--- config.mk ---
export PLATFORM = sky130hd
export DESIGN_NAME = utf16_to_utf8_transcoder
export DESIGN_NICKNAME = d
export VERILOG_FILES = /design/src/sv/u16u8_pkg.sv /design/src/sv/u16u8_front.sv /design/src/sv/u16u8_queue.sv /design/src/sv/u16u8_back.sv /design/src/sv/utf16_to_utf8_transcoder.sv
export SDC_FILE = /design/constraint.sdc
export NUM_CORES = 1
export LEC_CHECK = 0
export CAP_MARGIN = 20
export CELL_PAD_IN_SITES_DETAIL_PLACEMENT = 1
export CELL_PAD_IN_SITES_GLOBAL_PLACEMENT = 1
export CORE_ASPECT_RATIO = 0.5
export CORE_UTILIZATION = 55
export DETAILED_ROUTE_END_ITERATION = 6
export DONT_BUFFER_PORTS = 1
export HOLD_SLACK_MARGIN = 0.02
export PLACE_DENSITY = 0.86
export SLEW_MARGIN = 30
export SYNTH_ARGS = -nofsm -noshare
export SYNTH_HDL_FRONTEND = slang
export SYNTH_SLANG_ARGS = --single-unit
--- constraint.sdc ---
create_clock -name clk -period 5.4 [get_ports clk]
set_input_delay 0.81 -clock clk [delete_from_list [all_inputs] [get_ports clk]]
set_output_delay 0.81 -clock clk [all_outputs]
set_load 0.02 [all_outputs]
--- src/sv/u16u8_pkg.sv ---
package u16u8_pkg;

  // Default depth of the job queue between front and back
  localparam int QUEUE_DEPTH_DEF = 4;

  // Surrogate prefixes (top six bits of a code unit)
  localparam logic [5:0] HIGH_SURR_TAG = 6'b110110;
  localparam logic [5:0] LOW_SURR_TAG  = 6'b110111;

  localparam logic [20:0] SUPP_BASE   = 21'h10000;
  localparam logic [2:0]  FLUSH_BYTES = 3'd3;

  // One job: an optional flushed high surrogate, then an optional code point
  typedef struct packed {
    logic        flush;
    logic [9:0]  flush_bits;
    logic        cur;
    logic [20:0] cp;
    logic        eot;
  } job_t;

  // Number of UTF-8 bytes for a code point
  function automatic logic [2:0] cp_len(input logic [20:0] cp);
    logic [2:0] n;
    if (cp[20:7] == 14'd0) begin
      n = 3'd1;
    end else if (cp[20:11] == 10'd0) begin
      n = 3'd2;
    end else if (cp[20:16] == 5'd0) begin
      n = 3'd3;
    end else begin
      n = 3'd4;
    end
    return n;
  endfunction

  // Byte at position pos of the len-byte encoding of cp
  function automatic logic [7:0] cp_byte(input logic [20:0] cp, input logic [2:0] len,
                                         input logic [1:0] pos);
    logic [7:0] b;
    b = {2'b10, cp[5:0]};
    case (len)
      3'd1: b = {1'b0, cp[6:0]};
      3'd2: begin
        if (pos == 2'd0) b = {3'b110, cp[10:6]};
      end
      3'd3: begin
        if (pos == 2'd0) b = {4'b1110, cp[15:12]};
        else if (pos == 2'd1) b = {2'b10, cp[11:6]};
      end
      3'd4: begin
        if (pos == 2'd0) b = {5'b11110, cp[20:18]};
        else if (pos == 2'd1) b = {2'b10, cp[17:12]};
        else if (pos == 2'd2) b = {2'b10, cp[11:6]};
      end
      default: b = {2'b10, cp[5:0]};
    endcase
    return b;
  endfunction

endpackage

--- src/sv/u16u8_front.sv ---
module u16u8_front (
  input  logic                clk,
  input  logic                rst_n,
  input  logic                accept,
  input  logic [15:0]         code_unit,
  input  logic                end_of_text,
  output logic                push,
  output u16u8_pkg::job_t     job
);

  logic       held_valid_r, held_valid_nxt;
  logic [9:0] held_bits_r, held_bits_nxt;
  logic       is_low, is_high, pair;

  // Classify the unit
  assign is_low  = (code_unit[15:10] == u16u8_pkg::LOW_SURR_TAG);
  assign is_high = (code_unit[15:10] == u16u8_pkg::HIGH_SURR_TAG);
  assign pair    = held_valid_r && is_low;

  // Build the job for this beat
  always_comb begin
    job.flush      = held_valid_r && !is_low;
    job.flush_bits = held_bits_r;
    job.cur        = pair || !(is_high && !end_of_text);
    job.cp         = pair ? (u16u8_pkg::SUPP_BASE + {1'b0, held_bits_r, code_unit[9:0]})
                          : {5'd0, code_unit};
    job.eot        = end_of_text;
  end

  assign push = accept && (job.flush || job.cur);

  // Held high surrogate
  always_comb begin
    held_valid_nxt = held_valid_r;
    held_bits_nxt  = held_bits_r;
    if (accept) begin
      held_valid_nxt = is_high && !end_of_text;
      held_bits_nxt  = code_unit[9:0];
    end
  end

  always_ff @(posedge clk) begin
    if (!rst_n) begin
      held_valid_r <= 1'b0;
      held_bits_r  <= 10'd0;
    end else begin
      held_valid_r <= held_valid_nxt;
      held_bits_r  <= held_bits_nxt;
    end
  end

endmodule

--- src/sv/u16u8_queue.sv ---
module u16u8_queue #(
  parameter int DEPTH = u16u8_pkg::QUEUE_DEPTH_DEF
) (
  input  logic            clk,
  input  logic            rst_n,
  input  logic            push,
  input  u16u8_pkg::job_t push_job,
  input  logic            pop,
  output logic            not_empty,
  output logic            full,
  output u16u8_pkg::job_t head
);

  localparam int PTR_W = (DEPTH > 1) ? $clog2(DEPTH) : 1;
  localparam int CNT_W = $clog2(DEPTH + 1);

  u16u8_pkg::job_t  slots_r [DEPTH];
  logic [PTR_W-1:0] wr_ptr_r, wr_ptr_nxt, rd_ptr_r, rd_ptr_nxt;
  logic [CNT_W-1:0] count_r, count_nxt;

  assign not_empty = (count_r != '0);
  assign full      = (count_r == CNT_W'(DEPTH));
  assign head      = slots_r[rd_ptr_r];

  // Pointer and fill count update
  always_comb begin
    wr_ptr_nxt = wr_ptr_r;
    rd_ptr_nxt = rd_ptr_r;
    count_nxt  = count_r;
    if (push) begin
      wr_ptr_nxt = (wr_ptr_r == PTR_W'(DEPTH - 1)) ? '0 : wr_ptr_r + 1'b1;
    end
    if (pop) begin
      rd_ptr_nxt = (rd_ptr_r == PTR_W'(DEPTH - 1)) ? '0 : rd_ptr_r + 1'b1;
    end
    if (push && !pop) begin
      count_nxt = count_r + 1'b1;
    end else if (pop && !push) begin
      count_nxt = count_r - 1'b1;
    end
  end

  always_ff @(posedge clk) begin
    if (!rst_n) begin
      wr_ptr_r <= '0;
      rd_ptr_r <= '0;
      count_r  <= '0;
    end else begin
      wr_ptr_r <= wr_ptr_nxt;
      rd_ptr_r <= rd_ptr_nxt;
      count_r  <= count_nxt;
    end
  end

  // Slot storage
  always_ff @(posedge clk) begin
    if (push) begin
      slots_r[wr_ptr_r] <= push_job;
    end
  end

endmodule

--- src/sv/u16u8_back.sv ---
module u16u8_back (
  input  logic            clk,
  input  logic            rst_n,
  input  logic            q_not_empty,
  input  u16u8_pkg::job_t q_head,
  output logic            pop,
  output logic            out_valid,
  input  logic            out_stall,
  output logic [7:0]      out_byte,
  output logic            out_last,
  output logic            out_done
);

  logic        active_r, active_nxt;
  logic        flush_r, flush_nxt;
  logic [9:0]  fbits_r, fbits_nxt;
  logic [20:0] cp_r, cp_nxt;
  logic [2:0]  len_r, len_nxt;
  logic [2:0]  last_idx_r, last_idx_nxt;
  logic        eot_r, eot_nxt;
  logic [2:0]  idx_r, idx_nxt;

  logic        ov_r, ov_nxt;
  logic [7:0]  ob_r, ob_nxt;
  logic        ol_r, ol_nxt;
  logic        od_r, od_nxt;

  logic        out_ld, is_last, sel_flush;
  logic [2:0]  cur_idx, head_len, head_total;
  logic [20:0] sel_cp;
  logic [2:0]  sel_len;

  assign out_ld  = active_r && (!ov_r || !out_stall);
  assign is_last = (idx_r == last_idx_r);
  assign pop     = q_not_empty && (!active_r || (out_ld && is_last));

  // Pick the code point and position for the current byte
  always_comb begin
    sel_flush = flush_r && (idx_r < u16u8_pkg::FLUSH_BYTES);
    cur_idx   = (flush_r && !sel_flush) ? (idx_r - u16u8_pkg::FLUSH_BYTES) : idx_r;
    sel_cp    = sel_flush ? {5'd0, u16u8_pkg::HIGH_SURR_TAG, fbits_r} : cp_r;
    sel_len   = sel_flush ? u16u8_pkg::FLUSH_BYTES : len_r;
  end

  // Byte counts of the job at the queue head
  always_comb begin
    head_len   = q_head.cur ? u16u8_pkg::cp_len(q_head.cp) : 3'd0;
    head_total = (q_head.flush ? u16u8_pkg::FLUSH_BYTES : 3'd0) + head_len;
  end

  // Job sequencing
  always_comb begin
    active_nxt   = active_r;
    flush_nxt    = flush_r;
    fbits_nxt    = fbits_r;
    cp_nxt       = cp_r;
    len_nxt      = len_r;
    last_idx_nxt = last_idx_r;
    eot_nxt      = eot_r;
    idx_nxt      = idx_r;
    if (pop) begin
      active_nxt   = 1'b1;
      flush_nxt    = q_head.flush;
      fbits_nxt    = q_head.flush_bits;
      cp_nxt       = q_head.cp;
      len_nxt      = head_len;
      last_idx_nxt = head_total - 3'd1;
      eot_nxt      = q_head.eot;
      idx_nxt      = 3'd0;
    end else if (out_ld && is_last) begin
      active_nxt = 1'b0;
    end else if (out_ld) begin
      idx_nxt = idx_r + 3'd1;
    end
  end

  // Output register
  always_comb begin
    ov_nxt = ov_r;
    ob_nxt = ob_r;
    ol_nxt = ol_r;
    od_nxt = od_r;
    if (out_ld) begin
      ov_nxt = 1'b1;
      ob_nxt = u16u8_pkg::cp_byte(sel_cp, sel_len, cur_idx[1:0]);
      ol_nxt = is_last;
      od_nxt = is_last && eot_r;
    end else if (!out_stall) begin
      ov_nxt = 1'b0;
    end
  end

  always_ff @(posedge clk) begin
    if (!rst_n) begin
      active_r <= 1'b0;
      ov_r     <= 1'b0;
    end else begin
      active_r <= active_nxt;
      ov_r     <= ov_nxt;
    end
  end

  always_ff @(posedge clk) begin
    flush_r    <= flush_nxt;
    fbits_r    <= fbits_nxt;
    cp_r       <= cp_nxt;
    len_r      <= len_nxt;
    last_idx_r <= last_idx_nxt;
    eot_r      <= eot_nxt;
    idx_r      <= idx_nxt;
    ob_r       <= ob_nxt;
    ol_r       <= ol_nxt;
    od_r       <= od_nxt;
  end

  assign out_valid = ov_r;
  assign out_byte  = ob_r;
  assign out_last  = ol_r;
  assign out_done  = od_r;

endmodule

--- src/sv/utf16_to_utf8_transcoder.sv ---
// UTF-16 to UTF-8 transcoder.
// Input channel: one UTF-16 code unit per beat (in_code_unit) with
// in_end_of_text on the last unit of a string. Output channel: one UTF-8
// byte per beat, with out_last_of_run on the last byte caused by an input
// beat and out_text_done on the final byte of the string.
// A high surrogate is held in the front until the next unit; a matching low
// surrogate makes a four-byte code point, anything else flushes the held
// unit as three bytes first. A high surrogate ending a string is flushed.
// The front classifies units and pushes jobs into a QUEUE_DEPTH-entry queue;
// the back turns each job into 1 to 6 bytes, one byte per cycle while out_stall
// is low. Throughput is bounded by the byte-wide output register; in_stall
// rises only when the queue is full. The first byte passes through the queue
// slot, the back's job registers and the output register.
// Reset (rst_n low, synchronous) drops any held surrogate, empties the queue
// and clears out_valid. When out_stall is high the output beat holds and the
// queue absorbs up to QUEUE_DEPTH further jobs before in_stall asserts.
module utf16_to_utf8_transcoder #(
  parameter int QUEUE_DEPTH = u16u8_pkg::QUEUE_DEPTH_DEF
) (
  input  logic        clk,
  input  logic        rst_n,
  input  logic        in_valid,
  output logic        in_stall,
  input  logic [15:0] in_code_unit,
  input  logic        in_end_of_text,
  output logic        out_valid,
  input  logic        out_stall,
  output logic [7:0]  out_out_byte,
  output logic        out_last_of_run,
  output logic        out_text_done
);

  logic            accept, push, pop, q_not_empty, q_full;
  u16u8_pkg::job_t push_job, head_job;

  assign in_stall = q_full;
  assign accept   = in_valid && !q_full;

  u16u8_front front_i (
    .clk         (clk),
    .rst_n       (rst_n),
    .accept      (accept),
    .code_unit   (in_code_unit),
    .end_of_text (in_end_of_text),
    .push        (push),
    .job         (push_job)
  );

  u16u8_queue #(.DEPTH(QUEUE_DEPTH)) queue_i (
    .clk       (clk),
    .rst_n     (rst_n),
    .push      (push),
    .push_job  (push_job),
    .pop       (pop),
    .not_empty (q_not_empty),
    .full      (q_full),
    .head      (head_job)
  );

  u16u8_back back_i (
    .clk         (clk),
    .rst_n       (rst_n),
    .q_not_empty (q_not_empty),
    .q_head      (head_job),
    .pop         (pop),
    .out_valid   (out_valid),
    .out_stall   (out_stall),
    .out_byte    (out_out_byte),
    .out_last    (out_last_of_run),
    .out_done    (out_text_done)
  );

endmodule

# Yosys cells after proc, flatten, opt, wreduce, memory -nomap -nowiden
# Memory sizes are Yosys's and may differ from the RTL's. A register that Yosys moved wholly into a read port is not among the register bits.
# Index checks and enable logic that the tools add are counted.
[word_totals]
ff_bits = 72
ramBits = 136
in_bits = 21
out_inout_bits = 12
wordCells = 105
memories = 1
[op_classes]
addsub = 9
n_lt_le_gt_ge = 1
n_eq_ne = 13
n_mux = 28
bitwise = 1
reduce_logical = 35
[mem_list]
columns = ["memory", "words", "word_bits", "rd", "rd_clocked_by_memory_dff", "write_ports", "line_no", "text"]
rows = [
  ["queue_i.slots_r", 4, 34, 1, 1, 1, "u16u8_queue.sv:17", "u16u8_pkg::job_t slots_r [DEPTH];"],
]
[op_table]
columns = ["operator", "n"]
rows = [
  ["$mux 21", 2],
  ["$pmux 8 s4", 1],
  ["$mux 8", 3],
  ["$add 17x20->21 const A", 1],
  ["$mux 3", 7],
  ["$logic_not 14->1", 1],
  ["$logic_and 1x1->1", 13],
  ["$eq 6x6->1 const B", 2],
  ["$mux 2", 6],
  ["$mux 6", 2],
  ["$logic_not 1->1", 10],
  ["$logic_not 10->1", 1],
  ["$mux 7", 1],
  ["$add 3x1->3 const B", 2],
  ["$eq 2x2->1 const B", 3],
  ["$eq 3x2->1 const B", 2],
  ["$eq 3x3->1 const B", 2],
  ["$mux 1", 6],
  ["$sub 3x1->3 const B", 2],
  ["$logic_not 5->1", 1],
  ["$add 2x1->2 const B", 2],
  ["$logic_or 1x1->1", 4],
  ["$reduce_bool 2->1", 2],
  ["$add 3x3->3", 1],
  ["other kinds (10)", 10],
]

# Longest topological paths before layout
[depth]
depth_word = 10
mapped_depth = 12
mapped_depth_nobuf = 11

# Hierarchy
# A second synthesis with hierarchy kept.
[unflattened]
cells_unflattened = 542
hier_area_um2 = 9013.6
[by_module_without_submodules]
columns = ["module", "instances", "cells_per_inst", "area_each_um2", "seq_area_each_um2"]
rows = [
  ["u16u8_queue", 1, 222, 5413.9, 4264.1],
  ["u16u8_back", 1, 240, 2875.3, 1571.5],
  ["u16u8_front", 1, 79, 710.7, 220.2],
  ["utf16_to_utf8_transcoder", 1, 1, 13.8, 0.0],
]

# Worst setup path after synthesis
# Ideal clock, no wire load.
[synth_path]
path_type = "flip-flop to flip-flop"
start = "reg back_i.idx_r[0]"
end = "reg queue_i.count_r[2]"
setup_time_ns = 0.076
arrival_ns = 3.423
required_ns = 5.324
path_slack_ns = 1.901
path_stages_with_launch = 13
path_buffers = 1
synth_period_minus_slack_ns = 3.499
path_cell_list = "dfxtp_1 buf_2 xor2_1 nor3_1 nand2_1 a21oi_2 inv_1 ha_1 inv_1 fa_1 xor2_1 or3_1 a21boi_0"
[synth_via]
elab_chain_len = 7
word_cells_on_any_way = 9
classes_between = "1 x eq/ne; 1 x mux; 7 x reduce/logical"
[synth_rtl]
columns = ["item", "line_no", "text"]
rows = [
  ["start, declared", "u16u8_back.sv:21", "logic [2:0] idx_r, idx_nxt;"],
  ["start signal, assigned", "u16u8_back.sv:110", "idx_r <= idx_nxt;"],
  ["$eq 3x3->1 (*)", "u16u8_back.sv:34", "assign is_last = (idx_r == last_idx_r);"],
  ["net back_i.is_last", "u16u8_back.sv:28", "logic out_ld, is_last, sel_flush;"],
  ["$logic_and 1x1->1 (*)", "u16u8_back.sv:35", "assign pop = q_not_empty && (!active_r || (out_ld && is_last));"],
  ["$logic_or 1x1->1 (*)", "u16u8_back.sv:35", ""],
  ["$logic_and 1x1->1 (*)", "u16u8_back.sv:35", ""],
  ["$logic_not 1->1", "u16u8_queue.sv:36", "if (push && !pop) begin"],
  ["$logic_and 1x1->1", "u16u8_queue.sv:36", ""],
  ["$mux 3 / $reduce_bool 2->1 (equally long branches)", "--", ""],
  ["end signal, assigned", "u16u8_queue.sv:51", "count_r <= count_nxt;"],
  ["end, declared", "u16u8_queue.sv:19", "logic [CNT_W-1:0] count_r, count_nxt;"],
]
# Mark *: on every way through the listed nets, which the timed path passes. The rest lies on a longest branch.
# A chain may end at the register's enable or synchronous reset.

# Worst setup path in the final report
# Ends and elaborated chain as after synthesis.

==> metrics.md <==
| Metric | Value |
|---|---|
| PwrDens | `581.9 nW/um^2` |
| Flop pwr share | `47.3%` |
| Hold Crit Class | `input port to flop` |
| Final Hold Viols | `0` |
| CTS root buffer | `clkbuf_16` |
| Die Area | `16000 sq um` |
| Share of cells above drive strength 1 | `15.53%` |
| Reg clk slew, reported paths | `0.08 ns` |
| Multi-input combinational cell area | `2310 sq um` |
| DR DRC count | `0` |
| Worst Hold End | `queue_i.slots_r[0][3]` |
| EDFF count, synth | `185` |
| NetSw | `0.001786 W` |
| Hold path start | `in_code_unit[2]` |
| Main synth FF type | `edfxtp_1` |
| P_leak | `3.123 nW` |
| Average routed wire per standard cell | `31.08 um` |
| Arr. time, crit path | `4.10 ns` |
| Vias in the first global route | `4824` |
| Clock Power Share | `27.5%` |
| Die Span Y | `89.95 um` |
| Worst-margin pin slew | `0.8795 ns` |
| Nets | `535` |
| Highest clock rate | `271.9 MHz` |
| Grt total ovfl | `0` |
| Die Width | `177.9 um` |
| Clock skew | `0.01220 ns` |
| Synth Warn # | `0` |
| Register area share after synthesis | `71.18%` |
| Most frequent cells in the layout | `edfxtp_1, mux4_2, nor2_1` |
| FF+latch count, synth | `210` |
| Core area | `14780 sq um` |
| Post-CTS setup buffers | `0` |
| # IOs | `33` |
| Layout area overhead | `10.43%` |
| Initial antenna violation count | `2` |
| Via count | `4725` |
| Final Max Slew Viols | `0` |
| Synth top area share | `65.29%` |
| Reg2reg path depth | `12` |
| Register-to-register setup slack | `1.72 ns` |
| Drt via density | `6.627` |
| RSZ-0062 raised after global routing | `false` |
| Netlist Area Pre-Place | `8508 sq um` |
| CP max FO | `45` |
| RR Startpoint | `back_i.idx_r[0]` |
| Initial Util | `57.57%` |
| H-tree depth | `1` |
| Post-synth top area cell | `edfxtp_1` |
| Fin crit period | `3.677 ns` |
| # fillers | `1266` |
| Starting DRC count in detailed routing | `531` |
| CTS sink count | `210` |
| Pre-Repair DR Iteration Count | `5` |
| Largest net degree at the start of global routing | `46` |
| Final GP Congestion | `0.8976` |
| Worst path slowest cell | `dfxtp_1` |
| Synth top area cells | `edfxtp_1, mux4_2, dfxtp_1, mux2i_1, ha_1` |
| Worst skew pair latency | `0.50 ns` |
| Post-synthesis async set-or-reset flop share | `0%` |
| Most common cell after layout, fill and taps aside | `edfxtp_1` |
| Worst IR drop on VDD | `0.2264 mV` |
| Hold Buf Count CTS | `0` |
| DP HPWL | `13.15 mm` |
| FF/Latch Area | `6060 sq um` |
| Max-slew headroom | `40.84%` |
| Detailed-route wire length | `22.16 mm` |
| Post-Syn Area per Cell | `17.22 sq um` |
| Comb power frac | `25.2%` |
| Clock Tree Buf Depth | `3` |
| Final setup fails | `0` |
| CTS resizes | `0` |
| GRT Total Usage | `29.11%` |
| Worst-path cell chain | `xor2_1, nor3_1, nand2_1, a21oi_4, buf_4, inv_1, ha_1, inv_1, fa_1, xor2_1, or3_1, a21boi_0` |
| Outcome | `completed` |
| Sw Share | `32.67%` |
| Worst EP required | `5.82 ns` |
| # rows | `31` |
| Max-cap violations | `0` |
| First-pass GRT wire length | `33.05 mm` |
| CP endpoint kind | `flop` |
| Crit path largest cell delay | `0.66 ns` |
| Hold Slack | `0.3982 ns` |
| Tcrit/Tclk final | `68.10%` |
| Post-DRT Antenna Nets | `0` |
| Syn Nets | `527` |
| Syn Inst Count | `494` |
| Worst flop-to-flop path endpoint | `queue_i.count_r[2]` |
| Total CTS buffers | `19` |
| PortBufs | `0` |
| # diodes | `0` |
| Distinct cells, synth | `60` |
| P_int | `0.003681 W` |
| Hold Path Cell Cnt | `0` |
| Startpoint types | `flop` |
| CTS tree | `built` |
| Kind of critical path | `flop to flop` |
| Final setup TNS | `0 ns` |
-- through the flow --
step | area, sq um | cells | worst slack (ns) | power, W | util [%]
global route | 9395 | 713 | 1.446 | 0.005665 | 63.58
global placement | 8715 | 679 | 1.829 | 0.003809 | 58.97
detailed placement | 8715 | 679 | 1.622 | 0.003908 | 58.97
finish | 9395 | 713 | 1.723 | 0.005467 | 63.58
floorplan | 8508 | 494 | 1.901 | 0.003445 | -
CTS | 9388 | 713 | 1.689 | 0.005458 | 63.53
-- Yosys cell counts, types with 4 or more instances --
cell,n
ha_1,11
clkbuf_1,6
o21ai_0,16
edfxtp_1,185
dfxtp_1,25
inv_1,12
xnor2_1,5
nand2_1,18
a21boi_0,4
and2_1,11
mux2i_1,21
mux4_2,31
nor2_1,25
xor2_1,7
a21oi_1,8
nor2b_1,20
buf_2,9
nand3_1,5
mux2_2,5
-- critical path, delay by kind of cell (launching register included) --
| kind | cells | cell delay [ns] |
|---|---|---|
| adders and majority gates | 2 | 0.45 |
| buffers and inverters | 3 | 0.80 |
| and+or+nand+nor | 3 | 1.07 |
| AOI/OAI and AO/OA | 2 | 0.38 |
| xor gates and xnor gates | 2 | 0.24 |
| DFF | 1 | 0.66 |
-- area by class of cell --
| type | count | share of cell area (%) |
|---|---|---|
| Timing Repair Buffer | 7 | 0.5593 |
| Clock inverter | 6 | 1.425 |
| Tap cell | 198 | 2.637 |
| Clock buffer | 28 | 5.740 |
| Sequential cell | 210 | 64.50 |
| Multi-Input combinational cell | 250 | 24.58 |
| Inverter | 14 | 0.5593 |
-- layer usage --
layer | up-vias | wire length, um | part of all wire [%] | track usage (%)
met5 | - | 13 | 0.059 | 0
met4 | 2 | 315 | 1.4 | 5.627
met3 | 35 | 1682 | 7.6 | 6.303
met2 | 255 | 10430 | 47 | 44.91
met1 | 2482 | 9723 | 44 | 43.14
li1 | 1951 | - | - | -
-- worst max path at each step --
stage | startpoint | end | slack [ns] | cells past startpoint
floorplan | back_i.idx_r[0] | queue_i.count_r[2] | 1.90 | 12
global placement | flop | back_i.last_idx_r[2] | 1.83 | 10
detailed placement | flop | back_i.last_idx_r[2] | 1.62 | 10
CTS | flop | back_i.last_idx_r[2] | 1.69 | 9
global route | back_i.idx_r[0] | queue_i.count_r[2] | 1.45 | 12
finish | back_i.idx_r[0] | queue_i.count_r[2] | 1.72 | 12
-- flip-flops by register name (all words and copies together), names as in the netlist, 2 cells and up, named ones only --
signal,cells
back_i.last_idx_r,3
back_i.cp_r,21
back_i.out_byte,8
queue_i.slots_r,136
queue_i.wr_ptr_r,2
back_i.len_r,3
back_i.idx_r,3
front_i.held_bits_r,10
back_i.fbits_r,10
queue_i.count_r,3
queue_i.rd_ptr_r,2
-- power groups by stage --
| stage | Clock, W | Sequential [W] | Combinational, W |
|---|---|---|---|
| floorplan | 0 | 0.00242 | 0.00103 |
| global placement | 0 | 0.00257 | 0.00124 |
| detailed placement | 0 | 0.00259 | 0.00131 |
| CTS | 0.00151 | 0.00258 | 0.00137 |
| global route | 0.00157 | 0.00262 | 0.00148 |
| finish | 0.00151 | 0.00258 | 0.00138 |
-- logic make-up (layout without fill, tap and decap cells) --
logic type	Yosys count	in the layout	synth area share, %
flip-flops	210	210	71.18
AND/OR/NAND/NOR	101	101	6.264
AO/OA/AOI/OAI	65	65	5.383
multiplexers	60	60	12.26
buffers and inverters	34	55	1.823
adder cells (fa/ha/maj)	12	12	1.853
XOR/XNOR	12	12	1.235
No activity file was read; power rests on OpenSTA's default activity.
